## config.mk

```make
export PLATFORM = sky130hd
export DESIGN_NAME = dlps_div
export DESIGN_NICKNAME = d
export VERILOG_FILES = /design/src/dlps_pkg.sv /design/src/dlps_div.sv
export SDC_FILE = /design/constraint.sdc
export NUM_CORES = 1
export LEC_CHECK = 0
export BUFFER_PORTS_ARGS = -buffer_cell sky130_fd_sc_hd__buf_2
export CAP_MARGIN = 20
export CORE_MARGIN = 2
export CORE_UTILIZATION = 35
export CTS_CLUSTER_DIAMETER = 50
export DETAILED_ROUTE_END_ITERATION = 8
export PLACE_DENSITY = 0.5
export SLEW_MARGIN = 20
export SYNTH_ARGS = -nofsm -noshare
export SYNTH_HDL_FRONTEND = slang
export SYNTH_SLANG_ARGS = --single-unit
```

## constraint.sdc

```tcl
create_clock -name clk -period 6.8 [get_ports clk]
set_clock_uncertainty 0.05 [all_clocks]
set_input_delay 0.68 -clock clk [delete_from_list [all_inputs] [get_ports clk]]
set_output_delay 0.68 -clock clk [all_outputs]
set_load 0.01 [all_outputs]
```

## src/dlps_pkg.sv

```systemverilog
// ----------------------------------------------------------------------------
// dlps_pkg
// Shared types and constants for the delay-line pitch shifter: sample and
// multiplier operand types, and the request/status structs of the step divider.
// ----------------------------------------------------------------------------
package dlps_pkg;

	// field and datapath widths
	localparam int SAMPLE_W = 16;
	localparam int MUL_W    = 17;
	localparam int PROD_W   = 34;
	localparam int NUM_W    = 18;
	localparam int STEP_W   = 16;
	localparam int PHASE_W  = 15;
	localparam int PITCH_W  = 16;

	// pitch register limits, Q2.14
	localparam int PITCH_MIN = 4096;
	localparam int PITCH_MAX = 49152;

	typedef logic signed [SAMPLE_W-1:0] sample_t;
	typedef logic signed [MUL_W-1:0]    mul_opr_t;
	typedef logic signed [PROD_W-1:0]   prod_t;
	typedef logic signed [NUM_W-1:0]    num_t;
	typedef logic signed [STEP_W-1:0]   step_t;

	localparam sample_t SAMPLE_MAX = 16'sh7FFF;
	localparam sample_t SAMPLE_MIN = 16'sh8000;

	// divider request: start pulse and signed dividend
	typedef struct packed {
		logic start;
		num_t num;
	} div_req_t;

	// divider status: busy, result strobe and signed quotient
	typedef struct packed {
		logic  busy;
		logic  done;
		step_t quo;
	} div_stat_t;

endpackage

```

## src/dlps_div.sv

```systemverilog
// ----------------------------------------------------------------------------
// dlps_div
// Step divider by a constant window length. Gives the signed phase step,
// truncated toward zero, from one reciprocal multiply on the magnitude.
// ----------------------------------------------------------------------------
module dlps_div #(
	parameter int DIVISOR = 1022
) (
	input  logic                clk,
	input  logic                arst_n,
	input  dlps_pkg::div_req_t  req,
	output dlps_pkg::div_stat_t stat
);
	import dlps_pkg::*;

	localparam int               MAG_W   = NUM_W - 1;
	localparam int               SHIFT   = MAG_W + $clog2(DIVISOR);
	localparam longint           RECIP   = (longint'(1) << SHIFT) / DIVISOR + 1;
	localparam int               REC_W   = $clog2(RECIP + 1);
	localparam int               QP_W    = MAG_W + REC_W;
	localparam logic [REC_W-1:0] RECIP_V = REC_W'(RECIP);

	logic              busy_q;
	logic              done_q;
	logic              neg_q;
	logic [MAG_W-1:0]  mag_q;
	step_t             quo_q;
	logic [NUM_W-1:0]  num_abs;
	logic [QP_W-1:0]   qprod;
	logic [STEP_W-1:0] quo_mag;

	// magnitude of the dividend
	assign num_abs = req.num[NUM_W-1] ? (~req.num + 1'b1) : req.num;

	// reciprocal multiply, exact for every magnitude below 2**MAG_W
	assign qprod   = mag_q * RECIP_V;
	assign quo_mag = STEP_W'(qprod[QP_W-1:SHIFT]);

	// capture on start, then register the signed quotient and raise done
	always_ff @(posedge clk or negedge arst_n) begin
		if (!arst_n) begin
			busy_q <= 1'b0;
			done_q <= 1'b0;
			neg_q  <= 1'b0;
			mag_q  <= '0;
			quo_q  <= '0;
		end else if (req.start) begin
			busy_q <= 1'b1;
			done_q <= 1'b0;
			neg_q  <= req.num[NUM_W-1];
			mag_q  <= num_abs[MAG_W-1:0];
		end else if (busy_q) begin
			busy_q <= 1'b0;
			done_q <= 1'b1;
			quo_q  <= neg_q ? (~quo_mag + 1'b1) : quo_mag;
		end else begin
			done_q <= 1'b0;
		end
	end

	assign stat.quo  = quo_q;
	assign stat.busy = busy_q || done_q;
	assign stat.done = done_q;

endmodule

```

* After elaboration in Yosys (flattened, before gate mapping)
Cells that the tools add are included.
** Word-level totals
- Flip-flop bits (word level) :: 36
** Cells by class
- Reductions and logical operators :: 2
- Multipliers :: 1
- Add/subtract/negate cells :: 2
- Bitwise gates (word level) :: 3
- Mux-type cells :: 5
** Operators by type and width (count)
- $mul 17x18->35 const B :: 1
- $add 17x1->17 const B :: 1
- $mux 17 :: 1
- $not 17->17 :: 1
- $add 16x1->16 const B :: 1
- $mux 16 :: 1
- $not 8->16 :: 1
- $mux 1 :: 3
- $reduce_and 2->1 :: 1
- $logic_or 1x1->1 :: 1
- $not 1->1 :: 1

* Longest topological paths before layout
- Word-level depth :: 4
- Mapped depth :: 19

* Least setup slack after synthesis
OpenSTA, ideal clock, no wires.
- Path type :: register to register
- Start :: register mag_q[16]
- End :: register quo_q[4]
- Required time :: 6.629 ns
- Setup slack :: 2.990 ns
- Clock period less this slack :: 3.810 ns
- Data arrival time :: 3.639 ns
- Cell stages (with the launch flop) :: 18
- Cell sequence :: dfrtp_1 -> ha_1 -> ha_1 -> ha_1 -> ha_1 -> ha_1 -> a21oi_1 -> o21ai_1 -> a2111oi_2 -> a221oi_2 -> and2_4 -> inv_2 -> ha_1 -> inv_1 -> o31a_1 -> o221ai_1 -> xor2_1 -> o21ai_1
** On the way
- Cells in the longest elaborated chain, start to end :: 4
** Ends and longest elaborated chain
- from (decl) :: line dlps_div.sv:26 : logic [MAG_W-1:0] mag_q;
- from (signal assigned) :: line dlps_div.sv:51 : mag_q <= num_abs[MAG_W-1:0];
- $mul 17x18->35 (*) :: line dlps_div.sv:36 : assign qprod = mag_q * RECIP_V;
- $not 8->16 :: line dlps_div.sv:55 : quo_q <= neg_q ? (~quo_mag + 1'b1) : quo_mag;
- $add 16x1->16 :: line dlps_div.sv:55
- $mux 16 (*) :: line dlps_div.sv:55
- to (signal assigned) :: line dlps_div.sv:55
- to (decl) :: line dlps_div.sv:27 : step_t quo_q;
Mark *: on every way between the ends. The rest lies on a longest branch, timed or not.
A chain may end at the register's enable or synchronous reset.

* Worst setup path in the final report
- Start :: register mag_q[14]
- End :: register quo_q[6]
The elaborated chain is that of the path after synthesis.

==> impl_metrics.env <==
export IMPL_num_rows=34
export IMPL_totalPowerFinal_uw=860
export IMPL_grt_setup_unrepaired="no"
export IMPL_ys_types=64
export IMPL_drive_gt1_frac=0.210
export IMPL_hold_violations=0
export IMPL_finalSetupTns_ns=0
export IMPL_p_sw_uw=331
export IMPL_irDropWorstVdd_mv=0.0871
export IMPL_critPathTopFamily="adder cells"
export IMPL_path_max_fanout=9
export IMPL_clk_latency_ns=0.29
export IMPL_drc=0
export IMPL_clockBufferDepth=2
export IMPL_max_clock_freq_mhz=240
export IMPL_slowest_stage="dfrtp_1"
export IMPL_io_buffers=38
export IMPL_die_area_mm2=0.00956
export IMPL_hold_path_class="reg -> reg"
export IMPL_ant_nets=0
export IMPL_syn_area_per_cell_um2=9.89
export IMPL_cpPeakStageDelay_ns=0.61
export IMPL_die_h_um=97.8
export IMPL_swShare=0.385
export IMPL_initial_core_util=0.356
export IMPL_seq_area_um2=876
export IMPL_synthesis_nets=394
export IMPL_wl_per_cell_um=14.5
export IMPL_first_global_vias=2310
export IMPL_multi_input_area_mm2=0.00205
export IMPL_drt_first_iter_violations=45
export IMPL_setup_violations=0
export IMPL_start_kind="register"
export IMPL_path_cells="ha_1 > ha_1 > ha_1 > ha_1 > and4_1 > and4bb_1 > a21boi_2 > a221oi_2 > and2_4 > inv_2 > ha_1 > inv_1 > nor3_1 > a211oi_2 > xnor2_1 > o21ai_1"
export IMPL_cts_root_buf="clkbuf_8"
export IMPL_cts_inserted_buffers=5
export IMPL_cts_tree="done"
export IMPL_cp_num_buf_inv=2
export IMPL_status="complete, no violations"
export IMPL_track_usage=0.146
export IMPL_post_cts_buffers=0
export IMPL_htreeDepth=2
export IMPL_slew_headroom=0.441
export IMPL_synthCells=311
export IMPL_maxCapViolations=0
export IMPL_num_fill_cells=895
export IMPL_setup_worst_path_class="reg -> reg"
export IMPL_cts_hold_buffers=0
export IMPL_cts_sinks=35
export IMPL_worst_pin_slew_ns=0.838
export IMPL_synthToLayoutAreaGrowth_pct=10.8
export IMPL_cts_resized_gates=0
export IMPL_period_minus_slack_ns=4.17
export IMPL_end_kind="register"
export IMPL_ys_ff_latch=35
export IMPL_power_per_cell_area_mw_per_mm2=252
export IMPL_async_flop_share=1.00
export IMPL_ys_flop_type="dfrtp_1"
export IMPL_grt_pass1_wl_um=11300
export IMPL_crit_arrival_ns=4.27
export IMPL_synth_edf_count=0
export IMPL_fin_nets=425
export IMPL_netlist_area_mm2=0.00308
export IMPL_leakage_uw=0.00165
export IMPL_dr_pass1_iters=4
export IMPL_gr_total_overflow=0
export IMPL_grt_max_degree=37
export IMPL_core_area_mm2=0.00864
export IMPL_drt_vias_per_instance=5.23
export IMPL_dp_final_hpwl_um=5090
export IMPL_fin_crit_sh=0.613
export IMPL_crit_top_cell="ha_1"
export IMPL_p_int_uw=529
export IMPL_holdWs_ns=0.430
export IMPL_insertedDiodeCount=0
export IMPL_cts_clk_slew_worst_paths_ns=0.08
export IMPL_clock_power_share=0.220
export IMPL_grt_antenna_before_repair=0
export IMPL_seq_power_share=0.327
export IMPL_wirelength_um=6560
export IMPL_gp_congestion=0.843
export IMPL_p_comb_frac=0.453
export IMPL_vias=2360
export IMPL_ios=39
export IMPL_maxSlewViolCount=0
export IMPL_die_x_um=97.8
export IMPL_required_ns=6.90
export IMPL_ys_warn_count=0
export IMPL_synth_seq_area_share=0.285
cell families (layout without fill, tap and decap cells):
group | Yosys count | after routing | share of synthesized area
AND/OR/NAND/NOR | 87 | 87 | 0.148
buffers and inverters | 25 | 57 | 0.0480
multiplexers | 5 | 5 | 0.0175
AO/OA/AOI/OAI | 76 | 76 | 0.187
adder cells (fa/ha/maj) | 62 | 62 | 0.255
XOR/XNOR | 21 | 21 | 0.0598
flip-flops | 35 | 35 | 0.285
synthesized netlist by cell type, types with 2 or more instances:
master | n | share of area
o211ai_1 | 2 | 0.0049
o31ai_1 | 3 | 0.0073
clkbuf_1 | 6 | 0.0073
nor3_1 | 3 | 0.0049
buf_4 | 2 | 0.0049
o21ai_1 | 11 | 0.018
xor2_1 | 16 | 0.046
nor4_1 | 2 | 0.0041
a21oi_1 | 27 | 0.044
and4_1 | 2 | 0.0057
buf_6 | 4 | 0.015
mux2i_1 | 2 | 0.0065
ha_1 | 61 | 0.25
nand4_1 | 3 | 0.0061
nand3_1 | 7 | 0.011
o41ai_1 | 2 | 0.0057
mux2_2 | 3 | 0.011
nor2_1 | 22 | 0.027
o21a_1 | 4 | 0.0098
xnor2_1 | 5 | 0.014
dfrtp_1 | 35 | 0.28
inv_1 | 9 | 0.011
or3_1 | 3 | 0.0061
nand2_1 | 23 | 0.028
a311o_1 | 2 | 0.0065
nand2b_1 | 3 | 0.0061
o21ai_0 | 2 | 0.0033
a21o_1 | 7 | 0.017
or2_2 | 2 | 0.0041
and2_4 | 2 | 0.0057
and3_1 | 3 | 0.0061
per-layer routing:
metal	vias to the layer above	wire (µm)	track usage
met5	-	0	0
met4	0	70	0.0321
met3	8	236	0.0193
met2	50	2920	0.232
met1	1107	3330	0.213
li1	1195	-	-
worst register-to-register path, stage by stage, from the launching register on:
cell	delay [ns]
dfrtp_1	0.61
ha_1	0.32
ha_1	0.30
ha_1	0.29
ha_1	0.31
and4_1	0.25
and4bb_1	0.25
a21boi_2	0.11
a221oi_2	0.38
and2_4	0.24
inv_2	0.05
ha_1	0.18
inv_1	0.13
nor3_1	0.10
a211oi_2	0.26
xnor2_1	0.14
o21ai_1	0.07
cells in the final DEF, fill, tap and decap left out, types with 4 or more instances in the layout:
cell type	count
nand2_1	23
dfrtp_1	35
inv_1	9
xnor2_1	5
buf_2	38
ha_1	61
o21ai_1	11
a21oi_1	27
a21o_1	7
nor2_1	22
nand3_1	7
clkbuf_8	5
o21a_1	4
xor2_1	16
flip-flops by register name, indices dropped and copies added (netlist names):
| name | count |
|---|---|
| quo_q | 15 |
| mag_q | 17 |
| neg_q | 1 |
| done_q | 1 |
| busy_q | 1 |
metrics by stage:
stage,utilization,area [µm²],worst slack (ns),instances
floorplan,-,3080,2.99,311
global placement,0.382,3300,2.69,443
detailed placement,0.382,3300,2.61,443
CTS,0.395,3410,2.61,451
global route,0.395,3410,2.32,451
finish,0.395,3410,2.63,451
final timing paths:
check	from	endpoint	slack, ns	depth (start not counted)
worst max-delay path	mag_q[14]	quo_q[6]	2.63	16
worst min-delay path	quo_q[9]	quo_q[9]	0.43	1
worst max register to register	mag_q[14]	quo_q[6]	2.63	16
worst min register to register	quo_q[9]	quo_q[9]	0.43	1
max in group asynchronous	arst_n	mag_q[9]	5.72	1
min in group asynchronous	arst_n	quo_q[3]	0.44	1
area by class of cell:
cell class,count,share of cell area
Clock buffer,5,0.0202
Clock inverter,3,0.0128
Inverter,11,0.0121
Multi-Input combinational cell,251,0.602
Sequential cell,35,0.257
Tap cell,108,0.0396
Timing Repair Buffer,38,0.0558
power by group through the flow:
stage	clock network [µW]	registers [µW]	logic (µW)
after floorplan	0	277	294
after global placement	0	285	386
after detailed placement	0	287	388
after CTS	195	283	394
after global routing	207	287	451
final	189	281	389
Power figures use the tool's default switching activity.
