### config.mk
export PLATFORM = sky130hd
export DESIGN_NAME = dlps_mul
export DESIGN_NICKNAME = d
export VERILOG_FILES = /design/src/dlps_pkg.sv /design/src/dlps_mul.sv
export SDC_FILE = /design/constraint.sdc
export NUM_CORES = 1
export LEC_CHECK = 0
export BUFFER_PORTS_ARGS = -buffer_cell sky130_fd_sc_hd__buf_2
export CAP_MARGIN = 15
export CORE_MARGIN = 3
export CORE_UTILIZATION = 55
export CTS_BUF_LIST = sky130_fd_sc_hd__clkbuf_8
export CTS_CLUSTER_DIAMETER = 200
export DETAILED_ROUTE_END_ITERATION = 10
export PLACE_DENSITY = 0.73
export SYNTH_ARGS = -nofsm -noshare
export SYNTH_HDL_FRONTEND = slang
export SYNTH_SLANG_ARGS = --single-unit
### constraint.sdc
create_clock -name clk -period 8.3 [get_ports clk]
set_input_delay 0.415 -clock clk [delete_from_list [all_inputs] [get_ports clk]]
set_output_delay 0.415 -clock clk [all_outputs]
set_load 0.05 [all_outputs]
### src/dlps_pkg.sv
// ----------------------------------------------------------------------------
// dlps_pkg
// Shared types and constants for the delay-line pitch shifter: sample and
// multiplier operand types, and the request/status structs of the step divider.
// ----------------------------------------------------------------------------
package dlps_pkg;

	// field and datapath widths
	localparam int SAMPLE_W = 16;
	localparam int MUL_W    = 17;
	localparam int PROD_W   = 34;
	localparam int NUM_W    = 18;
	localparam int STEP_W   = 16;
	localparam int PHASE_W  = 15;
	localparam int PITCH_W  = 16;

	// pitch register limits, Q2.14
	localparam int PITCH_MIN = 4096;
	localparam int PITCH_MAX = 49152;

	typedef logic signed [SAMPLE_W-1:0] sample_t;
	typedef logic signed [MUL_W-1:0]    mul_opr_t;
	typedef logic signed [PROD_W-1:0]   prod_t;
	typedef logic signed [NUM_W-1:0]    num_t;
	typedef logic signed [STEP_W-1:0]   step_t;

	localparam sample_t SAMPLE_MAX = 16'sh7FFF;
	localparam sample_t SAMPLE_MIN = 16'sh8000;

	// divider request: start pulse and signed dividend
	typedef struct packed {
		logic start;
		num_t num;
	} div_req_t;

	// divider status: busy, result strobe and signed quotient
	typedef struct packed {
		logic  busy;
		logic  done;
		step_t quo;
	} div_stat_t;

endpackage

### src/dlps_mul.sv
// ----------------------------------------------------------------------------
// dlps_mul
// Shared 17x17 signed multiplier with registered product and a Q15 view of it
// (floor of product / 32768, saturated to the 16-bit signed range).
// ----------------------------------------------------------------------------
module dlps_mul (
	input  logic               clk,
	input  dlps_pkg::mul_opr_t opr_a,
	input  dlps_pkg::mul_opr_t opr_b,
	output dlps_pkg::prod_t    prod,
	output dlps_pkg::sample_t  prod_q15
);
	import dlps_pkg::*;

	prod_t                     prod_q;
	logic signed [PROD_W-16:0] shr;

	// product register
	always_ff @(posedge clk) begin
		prod_q <= opr_a * opr_b;
	end

	// floor shift and saturation
	assign shr = prod_q[PROD_W-1:15];

	always_comb begin
		if (shr[PROD_W-16:15] == 4'b0000 || shr[PROD_W-16:15] == 4'b1111) begin
			prod_q15 = shr[15:0];
		end else if (shr[PROD_W-16]) begin
			prod_q15 = SAMPLE_MIN;
		end else begin
			prod_q15 = SAMPLE_MAX;
		end
	end

	assign prod = prod_q;

endmodule

# Word-level counts from Yosys, hierarchy flattened
# Cells that the tools add are included.
# word_totals
in_bits,35
elab_cells,7
regBits,34
output_inout_bits,50
# classes
n_mux,2
mul,1
eq_ne,1
n_reduce_logical,2
# op_table
op,count
17-bit by 17-bit multiplier with 34-bit output,1
16-bit 2-to-1 mux,2
4-bit == test (second input constant),1
4-bit logical NOT,1
1-bit logical OR,1

# Depth between registers and ports, before layout
# Gate-level depths: netlist of the first run.
# depth
ltp_word,3
ltp_mapped,23
mapped_depth_nobuf,21

# Worst setup path before layout of the first run
# OpenSTA, ideal clock, no wires.
# synth_timing
path_type,input port to flip-flop
from,in opr_b[8]
to,"reg prod_q[30], in the netlist prod[30]"
t_arrival_ns,5.833
setup_ns,0.122
slack_ns,2.345
cell_stages,22
required_ns,8.178
path_buffers,2
path_cell_list,clkbuf_1 -> clkbuf_1 -> nand2_1 -> fa_1 -> inv_1 -> fa_1 -> inv_1 -> fa_1 -> inv_1 -> fa_1 -> fa_1 -> inv_1 -> fa_1 -> inv_1 -> ha_1 -> nand3_2 -> a211o_1 -> a32oi_4 -> o2111ai_4 -> a21oi_4 -> o21ai_1 -> a311o_1
# synth_via
elab_chain_len,1
# synth_lines
item,line_no,source
from (decl),dlps_mul.sv:9,"input dlps_pkg::mul_opr_t opr_b,"
17-bit by 17-bit multiplier with 34-bit output,dlps_mul.sv:20,prod_q <= opr_a * opr_b;
to (signal assigned),dlps_mul.sv:20,
to (decl),dlps_mul.sv:15,prod_t prod_q;
# Every way passes these cells.

# Worst setup path in the final report of the first run
# layout_timing
from,in opr_b[2]
to,"reg prod_q[33], in the netlist prod[33]"
# Same word-level chain as after synthesis.

==> results.ini, run 1 <==
[setup_path]
crit_path_start = opr_b[2]
cp-endpoint = prod[33]
worst-setup-path-type = input port to flip-flop
startpoint_type = input port
worst_ep_arrival_time_ps = 6180
cp_max_fo = 17
end_kind = flip-flop
critical_path_required_ps = 8480

[synthesis]
syn_inst = 1264
muxShareOfSynthArea = 0
yosysTopAreaCell = fa_1
synth.distinct_cells = 53
yosys_warnings = 0
ys_seq_area_frac = 0.0576
avgSynthCellArea_um2 = 9.35
synthesis.nets = 1680
synth_area_um2 = 11800
synth-simple-area-share = 0.158
synth_compound_area_frac = 0.0557
synth_xor_area_frac = 0.0252
synth-seq-cells = 34
yosysTopAreaCellShare = 0.501
synthTopCellsByArea = fa_1, inv_1, ha_1
synth_top_family_by_area = adder cells
synth-adder-area-share = 0.591

[floorplanning]
die_w_um = 153
die_y_um = 153
core_um2 = 20700
io_pins = 85
die_area_um2 = 23300
rows = 52
start_util = 0.571

[global_route]
grt_pass1_vias = 9829
grt_pass1_wl_mm = 46.7
grt.overflow.total = 0
grt_max_degree = 18
antenna_found_initial = 0
track_usage = 0.245

[clocking]
path_clk_slew_ps = 80
holdBufCountCts = 0
ctsLongestPathBuffers = 2
cts_buffers = 5
htreeDepth = 2
cts_resized = 0
cts-root-buf = clkbuf_8
cts.sinks = 34
cts_tree = done
post_cts_buffers = 0

[drt]
drt-initial-drc-count = 368
drtAntennaViolNets = 0
vias = 8431
wirelength_mm = 26.2
firstDrtPassIters = 4
viasPerCell = 5.33
wire_per_inst_um = 16.6
drc_errors = 0

[timing]
fmaxAchievable_mhz = 166
setup_tns_ps = 0
finalCritPeriodShare = 0.724
relSlewSlack = 0.581
fin_crit_ps = 6010
final-hold-violation-count = 0
tightest_slew_ps = 626
setup_viol = 0
rsz0062_at_grt = false
drv_slew = 0

[job]
drv_cap = 0

[placement]
place.gp.congestion = 0.861
dp.cells = 1575
hpwl_mm = 22.3
dpl_cell_area_um2 = 12400
portBuffers = 84

[status]
status = completed

[final_layout]
fin_nets = 1728
multi_input_area_um2 = 9810
seq_area_um2 = 681
syn2layout_area_growth_pct = 5.83
drive_gt1_frac = 0.0815
fillCellCount = 1847
diodes = 0
largest_register_ffs = 34
design_area_um2 = 12500
final_cells = 1583

[worst_hold_path]
min_path_type = input port to flip-flop

[critical path, stage by stage]
cell and delay [ps]:
buf_2 220, nand2_1 160, inv_1 100, fa_1 760
fa_1 500, fa_1 490, fa_1 500, fa_1 500
inv_1 50, fa_1 470, inv_1 40, ha_1 360
nand3_1 190, nor3_2 80, a211oi_1 410, o221ai_1 230
a221oi_2 450, o41ai_2 110, xnor2_1 130
[synth_stat cells (all sizes together)]
library cell and number:
a311o 1, ha 85, nor2 30, a221o 1, o311ai 1, dfxtp 34, inv 309, a211oi 5
a21o 5, a211o 1, o22ai 1, and3 3, nor4 2, o21bai 5, nand3 10, xor2 3
and4 2, o21a 4, fa 296, nand2 155, o221ai 2, or3 1, and2b 1, nand2b 6
o211ai 3, clkbuf 42, nor3 7, a221oi 1, o21ai 30, a21oi 25, o41ai 2, buf 2
nand4 1, nand4b 2, xnor2 31, a31oi 3, o2111ai 2, a32oi 1, and2 148, or2 1
[stage by stage]
| stage | hold WS [ps] | utilization | setup slack (ps) |
|---|---|---|---|
| CTS | 552 | 0.605 | 2310 |
| global route | 570 | 0.605 | 1890 |
| floorplan | 537 | - | 2350 |
| detailed placement | 878 | 0.600 | 2010 |
| finish | 566 | 0.605 | 2290 |
| global placement | 874 | 0.600 | 2120 |
[worst min-delay path by stage]
stage / cells after the start / end / startpoint
finish: 2 / prod[0] / opr_b[0]
global route: 2 / prod[0] / opr_b[0]
CTS: 2 / prod[0] / opr_b[0]
detailed placement: 2 / prod[0] / opr_b[0]
global placement: 2 / prod[0] / opr_b[0]
floorplan: 1 / prod[0] / opr_a[0]
[cell families after synthesis]
group           after synthesis
compound gates               93
buf+inv                     353
xor+xnor                     34
flops                        34
simple gates                369
fa+ha+maj                   381
[cell type report]
class                           count  share of cell area
Clock buffer                        6             0.00660
Clock inverter                      2            0.000700
Inverter                          309              0.0927
Multi-Input combinational cell    877               0.784
Sequential cell                    34              0.0544
Tap cell                          270              0.0270
Timing Repair Buffer               85              0.0342
[cells in the final DEF (no fill, tap or decap), drive strengths merged, types with 3 or more instances in the layout]
cell,instances
a31oi,3
fa,296
buf,85
a211oi,5
nand2b,6
nor2,30
o21ai,30
inv,310
a21oi,25
nand2,155
and3,3
nor3,7
dfxtp,34
clkbuf,6
o21a,4
nand3,10
and2,148
o211ai,3
xor2,3
a21o,5
ha,85
o21bai,5
xnor2,31
[routing by layer]
metal	vias to the layer above	track usage	routed length, um
met5	-	0	0
met4	0	0.0810	979
met3	62	0.0264	1060
met2	226	0.466	14500
met1	4344	0.287	9620
li1	3799	-	-
Power of run 1 is not shown: default switching activity piles up to over one toggle a cycle in this logic, so the estimate is an artifact.
==> run 2, diff against run 1 <==
PLACE_DENSITY = 0.76   (was 0.73)
clock period = 5.5 ns   (was 8.3 ns; I/O delays follow)
==> results.ini, run 2 (synthesis gave the netlist of run 1 again) <==
[placement]
portBuffers = 84  ; unchanged
place.gp.congestion = 0.882  ; was 0.861
hpwl_mm = 23.9  ; was 22.3 mm
dp.cells = 1709  ; was 1575

[clocking]
cts.sinks = 34  ; unchanged
cts-root-buf = clkbuf_8  ; unchanged
ctsLongestPathBuffers = 2  ; unchanged
cts_tree = done  ; unchanged
path_clk_slew_ps = 80  ; about the same
htreeDepth = 2  ; unchanged
cts_buffers = 5  ; unchanged

[final_layout]
final_cell_mix = inv_1, fa_1, nand2_1  ; unchanged
largest_register_ffs = 34  ; unchanged
diodes = 0  ; unchanged
final_cells = 1733  ; was 1583
fillCellCount = 1606  ; was 1847
fin_nets = 1878  ; was 1728
drive_gt1_frac = 0.213  ; was 0.0815
final_common_cell = inv_1  ; unchanged
syn2layout_area_growth_pct = 19.0  ; was 5.83%

[global_route]
track_usage = 0.249  ; was 0.245
grt_pass1_wl_mm = 47.5  ; was 46.7 mm
grt.overflow.total = 0  ; unchanged
grt_pass1_vias = 10388  ; was 9829
antenna_found_initial = 0  ; unchanged
grt_max_degree = 18  ; unchanged

[setup_path]
worst_path_most_repeated_cell = fa_1  ; unchanged
crit_buf_inv = 8  ; was 4
worst-setup-path-type = input port to flip-flop  ; unchanged
worstPathCellList = buf_8 -> buf_6 -> buf_6 -> and2_4 -> fa_1 -> fa_1 -> fa_1 -> fa_1 -> fa_1 -> inv_2 -> fa_1 -> inv_2 -> ha_4 -> buf_6 -> o21ai_2 -> a21oi_2 -> o41ai_2 -> buf_4 -> o221ai_4 -> a221oi_2 -> buf_4 -> o41ai_4 -> xnor2_1  ; was buf_2 -> nand2_1 -> inv_1 -> fa_1 -> fa_1 -> fa_1 -> fa_1 -> fa_1 -> inv_1 -> fa_1 -> inv_1 -> ha_1 -> nand3_1 -> nor3_2 -> a211oi_1 -> o221ai_1 -> a221oi_2 -> o41ai_2 -> xnor2_1
max_stage_delay_ps = 610  ; was 760 ps
worst_ep_arrival_time_ps = 5660  ; was 6180 ps
cp.depth = 23  ; was 19
critical_path_required_ps = 5670  ; was 8480 ps
path_delay_family = adder cells  ; unchanged
startpoint_type = input port  ; unchanged
end_kind = flip-flop  ; unchanged
cp_slowest_cell = fa_1  ; unchanged
cp_max_fo = 5  ; was 17

[drt]
viasPerCell = 5.22  ; was 5.33
drtAntennaViolNets = 0  ; unchanged
drt-initial-drc-count = 440  ; was 368
wirelength_mm = 27.8  ; was 26.2 mm
firstDrtPassIters = 6  ; was 4
drc_errors = 0  ; unchanged
vias = 9054  ; was 8431
wire_per_inst_um = 16.0  ; was 16.6 um

[floorplanning]
die_w_um = 153  ; unchanged
core_um2 = 20700  ; unchanged
die_area_um2 = 23300  ; unchanged
die_y_um = 153  ; unchanged
start_util = 0.571  ; unchanged
rows = 52  ; unchanged
io_pins = 85  ; unchanged

[timing]
setup_tns_ps = 0  ; unchanged
relSlewSlack = 0.735  ; was 0.581
tightest_slew_ps = 398  ; was 626 ps
fin_crit_ps = 5490
fmaxAchievable_mhz = 182
final-hold-violation-count = 0  ; unchanged
finalCritPeriodShare = 0.999
drv_slew = 0  ; unchanged
setup_viol = 0  ; unchanged
rsz0062_at_grt = true  ; was false

[job]
drv_cap = 0  ; unchanged

[worst_hold_path]
whs_path_depth = 2  ; unchanged
min_path_type = input port to flip-flop  ; unchanged
hold_start = opr_b[0]  ; unchanged
min_to = prod[0]  ; unchanged

[status]
status = completed  ; unchanged

[run 2: cell count changes in the layout (fill, tap and decap cells not counted), sizes merged]
| cell | delta |
|---|---|
| clkinvlp | +1 |
| inv | -1 |
| clkbuf | +3 |
| buf | +147 |
[run 2: final cells by class]
class | instances | area (um^2) | share of cell area
Clock buffer | 6 | 82.6 | 0.00587
Sequential cell | 34 | 681 | 0.0484
Tap cell | 270 | 338 | 0.0240
Inverter | 309 | 1160 | 0.0827
Clock inverter | 2 | 8.76 | 0.000623
Timing Repair Buffer | 235 | 1680 | 0.119
Multi-Input combinational cell | 877 | 10100 | 0.719
[run 2: routing by layer]
layer | share of wire | track usage | vias to the layer above
met2 | 0.57 | 0.488 | 221
met3 | 0.034 | 0.0230 | 69
met4 | 0.035 | 0.0759 | 0
met5 | 0 | 0 | -
li1 | - | - | 4099
met1 | 0.36 | 0.284 | 4665
[run 2: through the flow]
stage | hold WS, ps | util | instance area [um^2] | setup slack (ps)
final | 412 | 0.680 | 14100 | 5.90
after floorplan | 397 | - | 11900 | -2.90
after CTS | 397 | 0.664 | 13700 | 7.29
after detailed placement | 714 | 0.653 | 13500 | -392
after global placement | 706 | 0.653 | 13500 | -268
after global routing | 417 | 0.680 | 14100 | -165
[run 2: worst max-delay path by stage]
stage	start	end	slack (ps)
after floorplan	opr_a[15]	prod[30]	-3
after global placement	opr_b[5]	prod[33]	-270
after detailed placement	opr_a[14]	prod[33]	-390
after CTS	opr_a[7]	prod[33]	7
after global routing	opr_a[7]	prod[33]	-170
final	opr_a[8]	prod[33]	6
[run 2: repair_timing]
action / in CTS / in global routing
setup buffers: 6 / 11
pin swaps: 16 / 54
hold buffers: 0 / 0
setup endpoints to repair: 4 / 11
resized for setup: 27 / 74
Power of run 2 is left out for the same reason.
